`src/mlcd_pkg.sv`:
```
// ----------------------------------------------------------------------------
// mlcd_pkg
// Shared types, codes and helpers of the memory LCD frame serializer.
// ----------------------------------------------------------------------------
package mlcd_pkg;

  localparam logic [1:0] ACT_PIXEL = 2'd0;
  localparam logic [1:0] ACT_CLEAR = 2'd1;
  localparam logic [1:0] ACT_TICK  = 2'd2;

  localparam logic CFG_ROW_BYTES  = 1'b0;
  localparam logic CFG_LINE_COUNT = 1'b1;

  localparam logic [7:0] CMD_WRITE = 8'b1000_0000;
  localparam logic [7:0] CMD_CLEAR = 8'b0000_0100;

  localparam int NUM_SLOTS = 5;
  localparam int SLOT_CMD  = 0;
  localparam int SLOT_LINE = 1;
  localparam int SLOT_DATA = 2;
  localparam int SLOT_PAD  = 3;
  localparam int SLOT_END  = 4;

  localparam int QUEUE_DEPTH = 4;

  typedef struct packed {
    logic [NUM_SLOTS-1:0] mask;
    logic                 clear;
    logic                 tick;
    logic                 vcom;
    logic [7:0]           line_byte;
    logic [7:0]           data_byte;
  } job_t;

  typedef struct packed {
    logic valid;
    logic pop;
  } q_ctrl_t;

  function automatic logic [7:0] reverse8(input logic [7:0] v);
    logic [7:0] r;
    for (int i = 0; i < 8; i++) begin
      r[i] = v[7-i];
    end
    return r;
  endfunction

endpackage

```
`src/mlcd_front.sv`:
```
// ----------------------------------------------------------------------------
// mlcd_front
// Accepts input items, tracks frame position and vcom level, and turns each
// item into a job that lists the bytes it causes.
// ----------------------------------------------------------------------------
module mlcd_front #(
  parameter int MAX_ROW_BYTES = 64,
  parameter int MAX_LINES     = 256
) (
  input  logic              clk_i,
  input  logic              rst_ni,
  input  logic              in_valid_i,
  output logic              in_ready_o,
  input  logic [1:0]        action_i,
  input  logic [7:0]        pixel_byte_i,
  input  logic [5:0]        row_bytes_i,
  input  logic [7:0]        line_count_i,
  input  logic              q_full_i,
  output logic              push_o,
  output mlcd_pkg::job_t    job_o
);
  import mlcd_pkg::*;

  localparam logic [6:0] RbMax = 7'(MAX_ROW_BYTES);
  localparam logic [8:0] LcMax = 9'(MAX_LINES);

  logic [7:0] line_index_q, line_index_d;
  logic [5:0] byte_index_q, byte_index_d;
  logic       frame_open_q, frame_open_d;
  logic       vcom_q, vcom_d;

  logic       accept;
  logic [6:0] rb_eff;
  logic [8:0] lc_eff;
  logic [7:0] li;
  logic [5:0] bi;
  logic [6:0] bi_inc;
  logic [8:0] li_inc;
  logic       row_done;
  logic       frame_done;

  assign in_ready_o = !q_full_i;
  assign accept     = in_valid_i && in_ready_o;

  assign rb_eff = (row_bytes_i == '0 || {1'b0, row_bytes_i} > RbMax) ?
                  RbMax : {1'b0, row_bytes_i};
  assign lc_eff = (line_count_i == '0 || {1'b0, line_count_i} > LcMax) ?
                  LcMax : {1'b0, line_count_i};

  assign li         = frame_open_q ? line_index_q : '0;
  assign bi         = frame_open_q ? byte_index_q : '0;
  assign bi_inc     = {1'b0, bi} + 7'd1;
  assign li_inc     = {1'b0, li} + 9'd1;
  assign row_done   = bi_inc >= rb_eff;
  assign frame_done = row_done && (li_inc >= lc_eff);

  always_comb begin
    line_index_d = line_index_q;
    byte_index_d = byte_index_q;
    frame_open_d = frame_open_q;
    vcom_d       = vcom_q;
    push_o       = 1'b0;
    job_o        = '0;
    job_o.vcom   = vcom_q;
    if (accept) begin
      unique case (action_i)
        ACT_PIXEL: begin
          push_o                = 1'b1;
          job_o.mask[SLOT_CMD]  = !frame_open_q;
          job_o.mask[SLOT_LINE] = (bi == '0);
          job_o.mask[SLOT_DATA] = 1'b1;
          job_o.mask[SLOT_PAD]  = row_done;
          job_o.mask[SLOT_END]  = frame_done;
          job_o.line_byte       = reverse8(li_inc[7:0]);
          job_o.data_byte       = pixel_byte_i;
          byte_index_d          = row_done ? '0 : bi_inc[5:0];
          line_index_d          = frame_done ? '0 : (row_done ? li_inc[7:0] : li);
          frame_open_d          = !frame_done;
        end
        ACT_CLEAR: begin
          push_o               = 1'b1;
          job_o.clear          = 1'b1;
          job_o.mask[SLOT_CMD] = 1'b1;
          job_o.mask[SLOT_END] = 1'b1;
          line_index_d         = '0;
          byte_index_d         = '0;
          frame_open_d         = 1'b0;
        end
        ACT_TICK: begin
          push_o                = 1'b1;
          job_o.tick            = 1'b1;
          job_o.mask[SLOT_DATA] = 1'b1;
          vcom_d                = !vcom_q;
          job_o.vcom            = !vcom_q;
        end
        default: begin
        end
      endcase
    end
  end

  always_ff @(posedge clk_i or negedge rst_ni) begin
    if (!rst_ni) begin
      line_index_q <= '0;
      byte_index_q <= '0;
      frame_open_q <= 1'b0;
      vcom_q       <= 1'b0;
    end else begin
      line_index_q <= line_index_d;
      byte_index_q <= byte_index_d;
      frame_open_q <= frame_open_d;
      vcom_q       <= vcom_d;
    end
  end

endmodule

```
`src/mlcd_queue.sv`:
```
// ----------------------------------------------------------------------------
// mlcd_queue
// Short job queue between the front and back parts.
// ----------------------------------------------------------------------------
module mlcd_queue (
  input  logic              clk_i,
  input  logic              rst_ni,
  input  logic              push_i,
  input  mlcd_pkg::job_t    job_i,
  output logic              full_o,
  input  mlcd_pkg::q_ctrl_t ctrl_i,
  output mlcd_pkg::job_t    head_o,
  output logic              head_valid_o
);
  import mlcd_pkg::*;

  localparam int PtrW = $clog2(QUEUE_DEPTH);

  job_t            mem_q [QUEUE_DEPTH];
  logic [PtrW-1:0] wr_ptr_q, rd_ptr_q;
  logic [PtrW:0]   count_q, count_d;
  logic            do_push, do_pop;

  assign full_o       = (count_q == (PtrW + 1)'(QUEUE_DEPTH));
  assign head_valid_o = (count_q != '0);
  assign head_o       = mem_q[rd_ptr_q];
  assign do_push      = push_i && !full_o;
  assign do_pop       = ctrl_i.pop && ctrl_i.valid && head_valid_o;

  always_comb begin
    count_d = count_q;
    if (do_push && !do_pop) begin
      count_d = count_q + 1'b1;
    end else if (do_pop && !do_push) begin
      count_d = count_q - 1'b1;
    end
  end

  always_ff @(posedge clk_i) begin
    if (do_push) begin
      mem_q[wr_ptr_q] <= job_i;
    end
  end

  always_ff @(posedge clk_i or negedge rst_ni) begin
    if (!rst_ni) begin
      wr_ptr_q <= '0;
      rd_ptr_q <= '0;
      count_q  <= '0;
    end else begin
      if (do_push) begin
        wr_ptr_q <= wr_ptr_q + 1'b1;
      end
      if (do_pop) begin
        rd_ptr_q <= rd_ptr_q + 1'b1;
      end
      count_q <= count_d;
    end
  end

endmodule

```
`src/mlcd_back.sv`:
```
// ----------------------------------------------------------------------------
// mlcd_back
// Walks the byte slots of the job at the queue head into a registered output
// stage, one result per cycle while that stage is empty or being read.
// ----------------------------------------------------------------------------
module mlcd_back (
  input  logic              clk_i,
  input  logic              rst_ni,
  input  mlcd_pkg::job_t    head_i,
  input  logic              head_valid_i,
  output mlcd_pkg::q_ctrl_t ctrl_o,
  output logic              out_valid_o,
  input  logic              out_ready_i,
  output logic [7:0]        spi_byte_o,
  output logic              byte_valid_o,
  output logic              transfer_end_o,
  output logic              last_of_run_o,
  output logic              vcom_level_o
);
  import mlcd_pkg::*;

  logic [NUM_SLOTS-1:0] done_q, done_d;
  logic [NUM_SLOTS-1:0] pend, sel;
  logic                 last, load;
  logic [7:0]           byte_sel;

  logic       out_valid_q;
  logic [7:0] spi_byte_q;
  logic       byte_valid_q, transfer_end_q, last_q, vcom_q;

  assign pend = head_i.mask & ~done_q;
  assign sel  = pend & (~pend + 1'b1);
  assign last = ((pend & ~sel) == '0);
  assign load = head_valid_i && (!out_valid_q || out_ready_i);

  assign ctrl_o.valid = load;
  assign ctrl_o.pop   = last;

  always_comb begin
    byte_sel = 8'h00;
    if (sel[SLOT_CMD]) begin
      byte_sel = head_i.clear ? CMD_CLEAR : CMD_WRITE;
    end else if (sel[SLOT_LINE]) begin
      byte_sel = head_i.line_byte;
    end else if (sel[SLOT_DATA]) begin
      byte_sel = head_i.tick ? 8'h00 : head_i.data_byte;
    end
  end

  always_comb begin
    done_d = done_q;
    if (load) begin
      done_d = last ? '0 : (done_q | sel);
    end
  end

  always_ff @(posedge clk_i) begin
    if (load) begin
      spi_byte_q     <= byte_sel;
      byte_valid_q   <= !head_i.tick;
      transfer_end_q <= sel[SLOT_END];
      last_q         <= last;
      vcom_q         <= head_i.vcom;
    end
  end

  always_ff @(posedge clk_i or negedge rst_ni) begin
    if (!rst_ni) begin
      done_q      <= '0;
      out_valid_q <= 1'b0;
    end else begin
      done_q <= done_d;
      if (load) begin
        out_valid_q <= 1'b1;
      end else if (out_ready_i) begin
        out_valid_q <= 1'b0;
      end
    end
  end

  assign out_valid_o    = out_valid_q;
  assign spi_byte_o     = spi_byte_q;
  assign byte_valid_o   = byte_valid_q;
  assign transfer_end_o = transfer_end_q;
  assign last_of_run_o  = last_q;
  assign vcom_level_o   = vcom_q;

endmodule

```
`src/memory_lcd_frame_serializer.sv`:
```
// ----------------------------------------------------------------------------
// memory_lcd_frame_serializer
// Pixel byte stream to memory LCD full-frame update byte stream.
// ----------------------------------------------------------------------------
// Each accepted item yields one to five result items, one per cycle from the
// back part while the receiver takes them: a pixel byte in mid-row gives one,
// the first byte of a row adds the bit-reversed line number, the first byte of
// a frame the write command, and the last byte of a row or frame its zero
// padding bytes; a clear gives two, a tick one, action 3 none. The input
// takes one item per cycle while the four-entry job queue has room, so a
// stream of pixel bytes runs at one item per cycle and slows only by receiver
// stalls and by the extra header and padding bytes of each row.
module memory_lcd_frame_serializer #(
  parameter int MAX_ROW_BYTES = 64,
  parameter int MAX_LINES     = 256
) (
  input  logic       clk_i,
  input  logic       rst_ni,
  input  logic       in_valid_i,
  output logic       in_ready_o,
  input  logic [1:0] action_i,
  input  logic [7:0] pixel_byte_i,
  output logic       out_valid_o,
  input  logic       out_ready_i,
  output logic [7:0] spi_byte_o,
  output logic       byte_valid_o,
  output logic       transfer_end_o,
  output logic       last_of_run_o,
  output logic       vcom_level_o,
  input  logic       cfg_we_i,
  input  logic       cfg_index_i,
  input  logic [7:0] cfg_data_i
);
  import mlcd_pkg::*;

  logic [5:0] row_bytes_q;
  logic [7:0] line_count_q;
  logic       push, q_full, head_valid;
  job_t       job, head;
  q_ctrl_t    q_ctrl;

  always_ff @(posedge clk_i or negedge rst_ni) begin
    if (!rst_ni) begin
      row_bytes_q  <= 6'd16;
      line_count_q <= 8'd128;
    end else if (cfg_we_i) begin
      unique case (cfg_index_i)
        CFG_ROW_BYTES:  row_bytes_q  <= cfg_data_i[5:0];
        CFG_LINE_COUNT: line_count_q <= cfg_data_i;
        default: begin
        end
      endcase
    end
  end

  mlcd_front #(
    .MAX_ROW_BYTES(MAX_ROW_BYTES),
    .MAX_LINES    (MAX_LINES)
  ) u_front (
    .clk_i       (clk_i),
    .rst_ni      (rst_ni),
    .in_valid_i  (in_valid_i),
    .in_ready_o  (in_ready_o),
    .action_i    (action_i),
    .pixel_byte_i(pixel_byte_i),
    .row_bytes_i (row_bytes_q),
    .line_count_i(line_count_q),
    .q_full_i    (q_full),
    .push_o      (push),
    .job_o       (job)
  );

  mlcd_queue u_queue (
    .clk_i       (clk_i),
    .rst_ni      (rst_ni),
    .push_i      (push),
    .job_i       (job),
    .full_o      (q_full),
    .ctrl_i      (q_ctrl),
    .head_o      (head),
    .head_valid_o(head_valid)
  );

  mlcd_back u_back (
    .clk_i         (clk_i),
    .rst_ni        (rst_ni),
    .head_i        (head),
    .head_valid_i  (head_valid),
    .ctrl_o        (q_ctrl),
    .out_valid_o   (out_valid_o),
    .out_ready_i   (out_ready_i),
    .spi_byte_o    (spi_byte_o),
    .byte_valid_o  (byte_valid_o),
    .transfer_end_o(transfer_end_o),
    .last_of_run_o (last_of_run_o),
    .vcom_level_o  (vcom_level_o)
  );

endmodule

```
`config.mk`:
```
export PLATFORM = sky130hd
export DESIGN_NAME = memory_lcd_frame_serializer
export DESIGN_NICKNAME = d
export VERILOG_FILES = /design/src/mlcd_pkg.sv /design/src/mlcd_front.sv /design/src/mlcd_queue.sv /design/src/mlcd_back.sv /design/src/memory_lcd_frame_serializer.sv
export SDC_FILE = /design/constraint.sdc
export NUM_CORES = 1
export LEC_CHECK = 0
export CAP_MARGIN = 20
export CORE_UTILIZATION = 30
export CTS_CLUSTER_SIZE = 30
export DETAILED_ROUTE_END_ITERATION = 12
export DONT_BUFFER_PORTS = 1
export HOLD_SLACK_MARGIN = 0.06
export PLACE_DENSITY = 0.51
export SLEW_MARGIN = 20
export SYNTH_ARGS = -nofsm -noshare
export SYNTH_HDL_FRONTEND = slang
export SYNTH_SLANG_ARGS = --single-unit
export TNS_END_PERCENT = 5
```
`constraint.sdc`:
```
create_clock -name clk_i -period 5.35 [get_ports clk_i]
set_input_delay 0.535 -clock clk_i [delete_from_list [all_inputs] [get_ports clk_i]]
set_output_delay 0.535 -clock clk_i [all_outputs]
set_load 0.02 [all_outputs]
```
=== Yosys cells after proc, flatten, opt, wreduce, memory -nomap -nowiden ===
Memories as Yosys holds them, arrays and structs flattened.
Index checks and enable logic that the tools add are counted.

* Add/sub/neg operators: 7
* $mul: 0
* Div/mod/pow operators: 0
* $lt $le $gt $ge: 4
* Equality and inequality tests: 3
* Shift operators: 0
* Muxes and demuxes: 33
* Bitwise gates (word level): 8
* Reduce and logical (&&, ||, !) cells: 34

{| class="wikitable"
|+ Operator list
! operator !! number
|-
| $mux W8 || 8
|-
| $mux W24 || 1
|-
| $mux W16 || 1
|-
| $pmux W8 S2 || 1
|-
| $and A5 B5 Y5 || 3
|-
| $not A5 Y5 || 3
|-
| $logic_not A6 Y1 || 2
|-
| $mux W6 || 2
|-
| $pmux W6 S2 || 1
|-
| $mux W1 || 10
|-
| $add A8 B1 Y9 const B || 1
|-
| $ge A9 B9 Y1 || 1
|-
| $gt A8 B9 Y1 const B || 1
|-
| $mux W9 || 1
|-
| $logic_and A1 B1 Y1 || 8
|-
| $logic_not A1 Y1 || 8
|-
| $logic_not A8 Y1 || 1
|-
| $reduce_and A2 Y1 || 4
|-
| $add A6 B1 Y7 const B || 1
|-
| $ge A7 B7 Y1 || 1
|-
| $gt A6 B7 Y1 const B || 1
|-
| $mux W7 || 1
|-
| $mux W3 || 2
|-
| $pmux W1 S2 || 3
|-
| 18 further kinds || 23
|}

* Flip-flop bits (word level): 55
* Latch bits: 0
* RAM bits: 96
* ROM bits: 0
* Output and inout bits: 14
* Memories: 1

{| class="wikitable"
|+ Memories
! memory !! words !! width !! read ports !! clocked after Yosys merged registers in !! write ports !! line !! text
|-
| u_queue.mem_q || 4 || 24 || 1 || 0 || 1 || mlcd_queue.sv:19 || <nowiki>job_t mem_q [QUEUE_DEPTH];</nowiki>
|}

=== Depth between registers and ports, before layout ===
Gate-level depths: netlist of run 1.

* Depth after elaboration: 13
* Depth in mapped cells: 15
* Depth with buffers taken out: 14

=== Hierarchy ===
A second synthesis of run 1 with hierarchy kept.

* Cells, all modules: 470
* Area, all modules: 7034.2 um2

{| class="wikitable"
|+ By module, submodules not included
! module !! instances !! cells an instance !! area each (um2) !! seq. area each (um2)
|-
| mlcd_queue || 1 || 161 || 3947.5 || 3057.9
|-
| mlcd_front || 1 || 209 || 1642.8 || 400.4
|-
| mlcd_back || 1 || 69 || 879.6 || 510.5
|-
| memory_lcd_frame_serializer || 1 || 31 || 564.3 || 352.8
|}

=== Worst setup path before layout of run 1 ===
Ideal clock, no wire load.

* Path type: register to register
* From: reg u_front.frame_open_q
* To: reg u_front.line_index_q[7]
* Library setup time: 68 ps
* Arrival time: 3165 ps
* Path slack: 2117 ps
* Stages on the path, launching flop included: 16
* Path buffers: 2
* Clock period less this slack: 3233 ps
* Cells stage by stage: dfrtp_1 clkbuf_1 clkbuf_1 and2_1 ha_1 nand3_1 nor2_1 xor2_1 and2_1 ha_1 a21o_1 a21o_1 a21oi_1 o31ai_1 nor3_1 a32o_1

* Cells in the longest elaborated chain, start to end: 6
* Elaborated cells between the ends (all ways): 10
* Classes of those cells: 2 x add/sub; 2 x order compare; 5 x mux; 1 x reduce/logical

{| class="wikitable"
|+ RTL lines
! item !! line !! text
|-
| from (decl) || mlcd_front.sv:29 || <nowiki>logic frame_open_q, frame_open_d;</nowiki>
|-
| from (signal assigned) || mlcd_front.sv:111 || <nowiki>frame_open_q <= frame_open_d;</nowiki>
|-
| $mux W8 / $mux W6 (equally long branches) || mlcd_front.sv:50, mlcd_front.sv:51 ||
|-
| $add A8 B1 Y9 / $add A6 B1 Y7 (equally long branches) || mlcd_front.sv:53, mlcd_front.sv:52 ||
|-
| $ge A9 B9 Y1 / $ge A7 B7 Y1 (equally long branches) || mlcd_front.sv:55, mlcd_front.sv:54 ||
|-
| $logic_and A1 B1 Y1 / $mux W8 (equally long branches) || mlcd_front.sv:55, mlcd_front.sv:77 ||
|-
| $mux W8 (*) || mlcd_front.sv:77 || <nowiki>line_index_d = frame_done ? '0 : (row_done ? li_inc[7:0] : li);</nowiki>
|-
| $pmux W8 S2 (*) || mlcd_front.sv:66 || <nowiki>unique case (action_i)</nowiki>
|-
| to (signal assigned) || mlcd_front.sv:109 || <nowiki>line_index_q <= line_index_d;</nowiki>
|-
| to (decl) || mlcd_front.sv:27 || <nowiki>logic [7:0] line_index_q, line_index_d;</nowiki>
|}

Mark *: on every way between the ends. The rest lies on a longest branch, timed or not.
A chain may end at the register's enable or synchronous reset.

=== Worst setup path in the final report of run 1 ===
* From: reg u_queue.rd_ptr_q[0]
* To: reg u_queue.count_q[1]

* Cells in the longest elaborated chain, start to end: 13
* Elaborated cells between the ends (all ways): 15
* Classes of those cells: 1 x add/sub; 1 x mux; 5 x bitwise; 7 x reduce/logical; 1 x memory

{| class="wikitable"
|+ RTL lines
! item !! line !! text
|-
| from (decl) || mlcd_queue.sv:20 || <nowiki>logic [PtrW-1:0] wr_ptr_q, rd_ptr_q;</nowiki>
|-
| from (signal assigned) || mlcd_queue.sv:55 || <nowiki>rd_ptr_q <= rd_ptr_q + 1'b1;</nowiki>
|-
| $mem_v2 Z4 W24 (*) || - ||
|-
| $and A5 B5 Y5 (*) || mlcd_back.sv:31 || <nowiki>assign pend = head_i.mask & ~done_q;</nowiki>
|-
| $not A5 Y5 || mlcd_back.sv:32 || <nowiki>assign sel = pend & (~pend + 1'b1);</nowiki>
|-
| $add A5 B1 Y5 || mlcd_back.sv:32 ||
|-
| $and A5 B5 Y5 || mlcd_back.sv:32 ||
|-
| $not A5 Y5 || mlcd_back.sv:33 || <nowiki>assign last = ((pend & ~sel) == '0);</nowiki>
|-
| $and A5 B5 Y5 (*) || mlcd_back.sv:33 ||
|-
| $logic_not A5 Y1 (*) || mlcd_back.sv:33 ||
|-
| $logic_and A1 B1 Y1 (*) (2 in a row) || mlcd_queue.sv:28 || <nowiki>assign do_pop = ctrl_i.pop && ctrl_i.valid && head_valid_o;</nowiki>
|-
| $logic_not A1 Y1 (*) || mlcd_queue.sv:32 || <nowiki>if (do_push && !do_pop) begin</nowiki>
|-
| $logic_and A1 B1 Y1 (*) || mlcd_queue.sv:32 ||
|-
| $mux W3 (*) || mlcd_queue.sv:32 ||
|-
| net u_queue.count_d[1] || mlcd_queue.sv:21 || <nowiki>logic [PtrW:0] count_q, count_d;</nowiki>
|-
| to (signal assigned) || mlcd_queue.sv:57 || <nowiki>count_q <= count_d;</nowiki>
|-
| to (decl) || mlcd_queue.sv:21 ||
|}

Mark *: on every way through the listed nets, which the timed path passes. The rest lies on a longest branch.

==> flow_metrics.env, run 1 <==
export IMPL_status="complete, but fails checks"
export IMPL_violations="DRC"
export IMPL_seq_area_frac_synth_pct=64.1
export IMPL_grt_usage_pct=11.9
export IMPL_synth_top_area_share_pct=48.1
export IMPL_setup_viol=0
export IMPL_rows=54
export IMPL_final_common_cell="edfxtp_1"
export IMPL_fin_util_pct=35.2
export IMPL_start_util_pct=30.7
export IMPL_holdCritStartpoint="cfg_data_i[4]"
export IMPL_peakVddDrop_mv=0.202
export IMPL_clkSlewWorstSetupHoldPaths_ns=0.06
export IMPL_synth_edf_count=108
export IMPL_cp_end_kind="register"
export IMPL_relSlewSlack_pct=42.1
export IMPL_cp_num_buf_inv=2
export IMPL_fin_tns_setup_ns=0
export IMPL_cts_sinks=151
export IMPL_cts_path_max_buffers=2
export IMPL_post_cts_buffers=0
export IMPL_final_cell_mix="108 x edfxtp_1, 41 x dfrtp_1, 27 x inv_1, 27 x and2_1"
export IMPL_place_hpwl_um=8550
export IMPL_fin_cells=752
export IMPL_rsz0062_at_grt="no"
export IMPL_syn_num_nets=498
export IMPL_syn_to_final_growth_pct=14.6
export IMPL_postCtsHoldBufs=2
export IMPL_drive_gt1_share_pct=18.6
export IMPL_setup_ws_ns=1.69
export IMPL_finish_instance_area_sq_um=7720
export IMPL_via_per_inst=4.82
export IMPL_synth_seq_cells=151
export IMPL_grt_pass1_vias=3731
export IMPL_fmax_ghz=0.273
export IMPL_worst_skew_pair_late_latency_ns=0.42
export IMPL_die_h_um=152
export IMPL_worst_path_stages=9
export IMPL_io_buffers=0
export IMPL_dp_cells=719
export IMPL_worstRegToRegCells=9
export IMPL_wl_per_cell_um=17.1
export IMPL_tritoncts_num_buffers=17
export IMPL_grt_overflow_total=0
export IMPL_cp_start_kind="register"
export IMPL_wirelength_um=12900
export IMPL_crit_path_top_delay_cell="dfrtp_1"
export IMPL_r2r_start="u_queue.rd_ptr_q[0]"
export IMPL_hold_depth=2
export IMPL_grt_pass1_wl_um=20800
export IMPL_tightest_slew_ns=0.869
export IMPL_syn_avg_cell_area_sq_um=15.0
export IMPL_die_w_um=152
export IMPL_hold_viol=0
export IMPL_cts_tree="yes"
export IMPL_post_route_period_util_pct=68.4
export IMPL_design_core_area_sq_um=22000
export IMPL_yosysTopAreaCell="edfxtp_1"
export IMPL_root_buffer="clkbuf_16"
export IMPL_worstPathArrival_ns=3.96
export IMPL_period_needed_ns=3.66
export IMPL_power_mw=4.07
export IMPL_hold_slack_ns=0.219
export IMPL_synth_cell_types=53
export IMPL_path_class="reg -> reg"
export IMPL_max_stage_delay_ns=0.91
export IMPL_hold_class="in -> reg"
export IMPL_startpoint="u_queue.rd_ptr_q[0]"
export IMPL_regToRegSetupSlack_ns=1.69
export IMPL_antenna_cells=0
export IMPL_io_pins=38
export IMPL_power_density_nw_per_um2=527
export IMPL_drt_initial_drc_count=245
export IMPL_ys_warn_count=0
export IMPL_first_pass_iters=8
export IMPL_drc=10
export IMPL_grt_max_degree=44
export IMPL_synthesis_area_sq_um=6740
export IMPL_worst_path_most_repeated_cell="inv_1"
export IMPL_drv_cap=0
export IMPL_dpl_worst_slack_ns=1.62
export IMPL_die_area_sq_um=23100
export IMPL_drtAntennaViolNets=0
export IMPL_htreeDepth=4
export IMPL_post_cts_resize_count=0
export IMPL_clock_skew_ns=0.0141
export IMPL_final_max_slew_viol_count=0
export IMPL_path_cells="mux4_2 > a22oi_4 > a22oi_1 > a211oi_4 > inv_1 > ha_1 > inv_1 > fa_1 > mux2_2"
export IMPL_cp_top_family="multiplexers"
export IMPL_nNetsFinal=509
export IMPL_dpl_cell_area_sq_um=7070
export IMPL_worstPathMaxFanout=13
export IMPL_antenna_found_initial=0
export IMPL_vias=3621
export IMPL_crit_required_ns=5.65
export IMPL_synth_ff_type="edfxtp_1"
export IMPL_synth_area_leaders="edfxtp_1 48%, dfrtp_1 15%, mux4_2 8.0%"
export IMPL_leakagePower_nw=2.93
export IMPL_synthArstFlopShare_pct=28.5
export IMPL_gp_congestion=0.778
export IMPL_syn_inst=449
[area by class of cell]
cell class,instances,area [sq um]
clock buffer,17,425
clock inverter,14,196
tap,280,350
multi-input combinational,254,2240
fill,2049,14200
timing repair buffer,9,90.1
sequential,151,4320
inverter,27,101
[layer usage]
metal	global-route usage, %	up-vias	share of wire (%)
met3	3.62	10	3.7
li1	-	1697	-
met5	0	-	0
met4	3.84	0	0.91
met2	18.4	66	46
met1	16.0	1848	49
[sequential cells by signal, indices dropped and copies added (netlist names)]
name	cells
line_count_q	8
row_bytes_q	6
u_back.byte_valid_o	1
u_back.done_q	5
u_back.last_of_run_o	1
u_back.out_valid_o	1
u_back.spi_byte_o	8
u_back.transfer_end_o	1
u_back.vcom_level_o	1
u_front.byte_index_q	6
u_front.frame_open_q	1
u_front.line_index_q	8
u_front.vcom_q	1
u_queue.count_q	3
u_queue.mem_q	96
u_queue.rd_ptr_q	2
u_queue.wr_ptr_q	2
[final timing paths]
| kind | end |
|---|---|
| worst max-delay path | u_queue.count_q[1] |
| worst min-delay path | row_bytes_q[4] |
| worst max register to register | u_queue.count_q[1] |
| worst min register to register | u_back.done_q[2] |
| max in group asynchronous | line_count_q[7] |
| min in group asynchronous | line_count_q[2] |
[kinds of logic after synthesis]
logic type               after synthesis  share of synthesized area (%)
multiplexers                          34                           9.69
buffers and inverters                 44                           2.69
flip-flops                           151                           64.1
XOR/XNOR                              17                           2.21
AND/OR/NAND/NOR                      114                           9.04
adder cells (fa/ha/maj)               25                           4.75
AO/OA/AOI/OAI                         64                           7.53
[where the power goes]
| part | internal (mW) | switching (mW) | leakage, nW |
|---|---|---|---|
| Combinational | 0.470 | 0.574 | 1.07 |
| Clock | 0.784 | 0.481 | 0.302 |
| Sequential | 1.55 | 0.214 | 1.55 |
[cells in the mapped netlist, types with 2 or more instances]
| cell | instances |
|---|---|
| ha_1 | 24 |
| nand4_1 | 3 |
| buf_6 | 2 |
| nor3_1 | 3 |
| inv_1 | 27 |
| nor4_1 | 4 |
| dfrtp_1 | 41 |
| xor2_1 | 6 |
| a22oi_1 | 7 |
| edfxtp_1 | 108 |
| nor2b_1 | 5 |
| and2_1 | 27 |
| a31oi_1 | 2 |
| nand2b_1 | 3 |
| a22oi_2 | 2 |
| o21ai_0 | 7 |
| nand3_1 | 10 |
| a21oi_1 | 10 |
| and3_1 | 2 |
| dfstp_2 | 2 |
| nor2_1 | 22 |
| or3_1 | 3 |
| nand2_1 | 24 |
| xnor2_1 | 11 |
| clkbuf_1 | 13 |
| mux4_2 | 24 |
| a22o_1 | 15 |
| mux2_2 | 10 |
| a21o_1 | 8 |
[worst reg2reg max path, stage by stage, from the launching register on]
cell and delay, ns:
dfrtp_1 0.91, mux4_2 0.68, a22oi_4 0.29, a22oi_1 0.18, a211oi_4 0.43, inv_1 0.09
ha_1 0.23, inv_1 0.08, fa_1 0.40, mux2_2 0.27
Note: power is estimated with default switching activity, not from simulation.
==> run 2: changes to the inputs <==
--- a/config.mk
+++ b/config.mk
@@ -5,6 +5,7 @@
 export SDC_FILE = /design/constraint.sdc
 export NUM_CORES = 1
 export LEC_CHECK = 0
+export ABC_AREA = 1
 export CAP_MARGIN = 20
 export CORE_UTILIZATION = 30
 export CTS_CLUSTER_SIZE = 30
==> constraint.sdc (replaced) <==
create_clock -name clk_i -period 3.6 [get_ports clk_i]
set_input_delay 0.36 -clock clk_i [delete_from_list [all_inputs] [get_ports clk_i]]
set_output_delay 0.36 -clock clk_i [all_outputs]
set_load 0.02 [all_outputs]
==> run 2 against run 1 <==
Compared with the run above:
- the run now ends clean
- flip-flop and latch count stayed put
- critical path depth up 3
- combinational power up 88%
- core utilization is 0.23 points higher
- fmax up 13%
- via count grew 29%
- cell count rose by 36%
- first-iteration DRC count up 0.41%
- critical path type unchanged
- highest routed layer unchanged
==> flow_metrics.env, run 2 <==
export IMPL_synth_area_leaders="edfxtp_1 46%, dfrtp_1 14%, nand2_1 6.3%"
export IMPL_regMostFlops="u_queue.mem_q"
export IMPL_rows=55
export IMPL_first_pass_iters=5
export IMPL_worstPathArrival_ns=3.43
export IMPL_hold_viol=0
export IMPL_cp_top_family="compound AO/OA/AOI/OAI gates"
export IMPL_final_cell_mix="120 x nand2_1, 108 x edfxtp_1, 83 x inv_1, 71 x nor2_1, 50 x o21ai_0"
export IMPL_cts_sinks=151
export IMPL_ys_warn_count=0
export IMPL_die_area_sq_um=24300
export IMPL_cp_start_kind="register"
export IMPL_tritoncts_num_buffers=17
export IMPL_syn_num_nets=738
export IMPL_cts_path_max_buffers=2
export IMPL_yosysTopAreaCell="edfxtp_1"
export IMPL_hold_slack_ns=0.0936
export IMPL_wl_per_cell_um=14.7
export IMPL_antenna_found_initial=0
export IMPL_dpl_cell_area_sq_um=7480
export IMPL_relSlewSlack_pct=47.4
export IMPL_largest_reg_flops=96
export IMPL_drive_gt1_share_pct=11.7
export IMPL_cp_end_kind="register"
export IMPL_cts_tree="yes"
export IMPL_post_route_period_util_pct=90.0
export IMPL_htreeDepth=4
export IMPL_start_util_pct=31.0
export IMPL_clkSlewWorstSetupHoldPaths_ns=0.07
export IMPL_path_cells="buf_4 > nand2_1 > inv_1 > ha_1 > nand2_1 > o21ai_0 > inv_1 > ha_1 > nand4_1 > nor4b_1 > o21ai_1 > a21oi_1"
export IMPL_io_pins=38
export IMPL_status="completed"
export IMPL_finish_instance_area_sq_um=8120
export IMPL_io_buffers=0
export IMPL_synth_top_area_share_pct=45.6
export IMPL_synthesis_area_sq_um=7110
export IMPL_worst_skew_pair_late_latency_ns=0.42
export IMPL_final_common_cell="nand2_1"
export IMPL_synth_seq_cells=151
export IMPL_setup_viol=0
export IMPL_cp_num_buf_inv=3
export IMPL_final_max_slew_viol_count=0
export IMPL_drt_initial_drc_count=246
export IMPL_hold_depth=2
export IMPL_hold_class="in -> reg"
export IMPL_path_class="reg -> reg"
export IMPL_die_h_um=156
export IMPL_clock_skew_ns=0.0139
export IMPL_synthTopCellsByCount="120 x nand2_1, 108 x edfxtp_1, 83 x inv_1"
export IMPL_vias=4668
export IMPL_power_density_nw_per_um2=779
export IMPL_grt_usage_pct=13.2
export IMPL_place_hpwl_um=9610
export IMPL_crit_path_top_delay_cell="dfrtp_1"
export IMPL_crit_required_ns=3.78
export IMPL_max_stage_delay_ns=0.51
export IMPL_root_buffer="clkbuf_16"
export IMPL_syn_to_final_growth_pct=14.2
export IMPL_drtAntennaViolNets=0
export IMPL_nNetsFinal=748
export IMPL_via_per_inst=4.55
export IMPL_worstRegToRegCells=12
export IMPL_syn_avg_cell_area_sq_um=10.3
export IMPL_seq_area_frac_synth_pct=60.8
export IMPL_post_cts_resize_count=0
export IMPL_leakagePower_nw=3.39
export IMPL_die_w_um=156
export IMPL_syn_inst=689
export IMPL_drv_cap=0
export IMPL_synth_cell_types=46
export IMPL_grt_pass1_vias=4424
export IMPL_grt_max_degree=44
export IMPL_synth_ff_type="edfxtp_1"
export IMPL_fmax_ghz=0.309
export IMPL_period_needed_ns=3.24
export IMPL_worst_path_stages=12
export IMPL_synth_edf_count=108
export IMPL_worstPathMaxFanout=11
export IMPL_fin_tns_setup_ns=0
export IMPL_wirelength_um=15000
export IMPL_grt_pass1_wl_um=24300
export IMPL_grt_overflow_total=0
export IMPL_rsz0062_at_grt="no"
export IMPL_gp_congestion=0.813
export IMPL_antenna_cells=0
export IMPL_design_core_area_sq_um=22900
export IMPL_yosysMostFrequentCell="nand2_1"
export IMPL_peakVddDrop_mv=0.327
export IMPL_synthArstFlopShare_pct=28.5
export IMPL_tightest_slew_ns=0.786
export IMPL_drc=0
[run 2: cell count changes in the layout (fill, tap and decap cells not counted), sizes merged, moves of 8 or more]
cell / previous run / this run
a22oi: 10 / 1
inv: 32 / 100
nand3: 10 / 29
a22o: 15 / 7
and2: 29 / 3
a21oi: 11 / 23
mux2: 10 / 0
nand2: 24 / 123
o22ai: 0 / 20
nor2: 22 / 84
o21ai: 8 / 68
xnor2: 11 / 1
a21o: 8 / 0
mux4: 24 / 0
[run 2: cell type report]
type | instances | area [sq um]
clock buffers | 18 | 429
flip-flops and latches | 151 | 4320
multi-input cells | 421 | 2320
fillers | 2265 | 14800
well taps | 313 | 392
repair buffers | 16 | 145
inverters | 92 | 348
clock inverters | 14 | 156
[run 2: metrics by stage]
stage	setup slack (ns)	utilization [%]	power (mW)	instances
4_1_cts	0.409	35.4	6.39	1025
3_3_place_gp	0.533	32.7	4.59	990
5_1_grt	0.161	35.4	6.73	1025
6_report	0.359	35.4	6.32	1025
2_1_floorplan	0.692	-	4.08	689
3_5_place_dp	0.504	32.7	4.59	990
[run 2: cells by family after synthesis]
family | count (synthesis) | synth area share [%]
compound gates | 127 | 10.4
xor+xnor | 9 | 1.11
fa+ha+maj | 25 | 4.51
buf+inv | 117 | 6.65
flops | 151 | 60.8
simple gates | 260 | 16.5
[run 2: where the power goes]
group          total (mW)  internal [mW]  switching (mW)
Combinational        1.95          0.629            1.32
Clock                1.78          0.985           0.798
Sequential           2.59           2.34           0.249
Total                6.32           3.95            2.37
[run 2: timing repair]
item	in CTS	in global routing
hold endpoints to repair	44	0
endpoints found under the setup margin	0	0
hold buffers	3	0
setup buffers	0	0
[run 2: final timing paths]
| path | to | startpoint | slack, ns |
|---|---|---|---|
| max | u_queue.mem_q[0][23] | u_front.frame_open_q | 0.36 |
| max reg2reg | u_queue.mem_q[0][23] | u_front.frame_open_q | 0.36 |
| max in group asynchronous | line_count_q[7] | rst_ni | 2.90 |
| min in group asynchronous | row_bytes_q[0] | rst_ni | 0.44 |
| min | row_bytes_q[4] | cfg_data_i[4] | 0.09 |
| min reg2reg | row_bytes_q[5] | row_bytes_q[5] | 0.49 |
[run 2: metal layers]
metal,track usage (%),wire (um)
met1,18.0,7490
met2,20.7,6870
met3,3.33,579
met4,3.31,80
met5,0,0
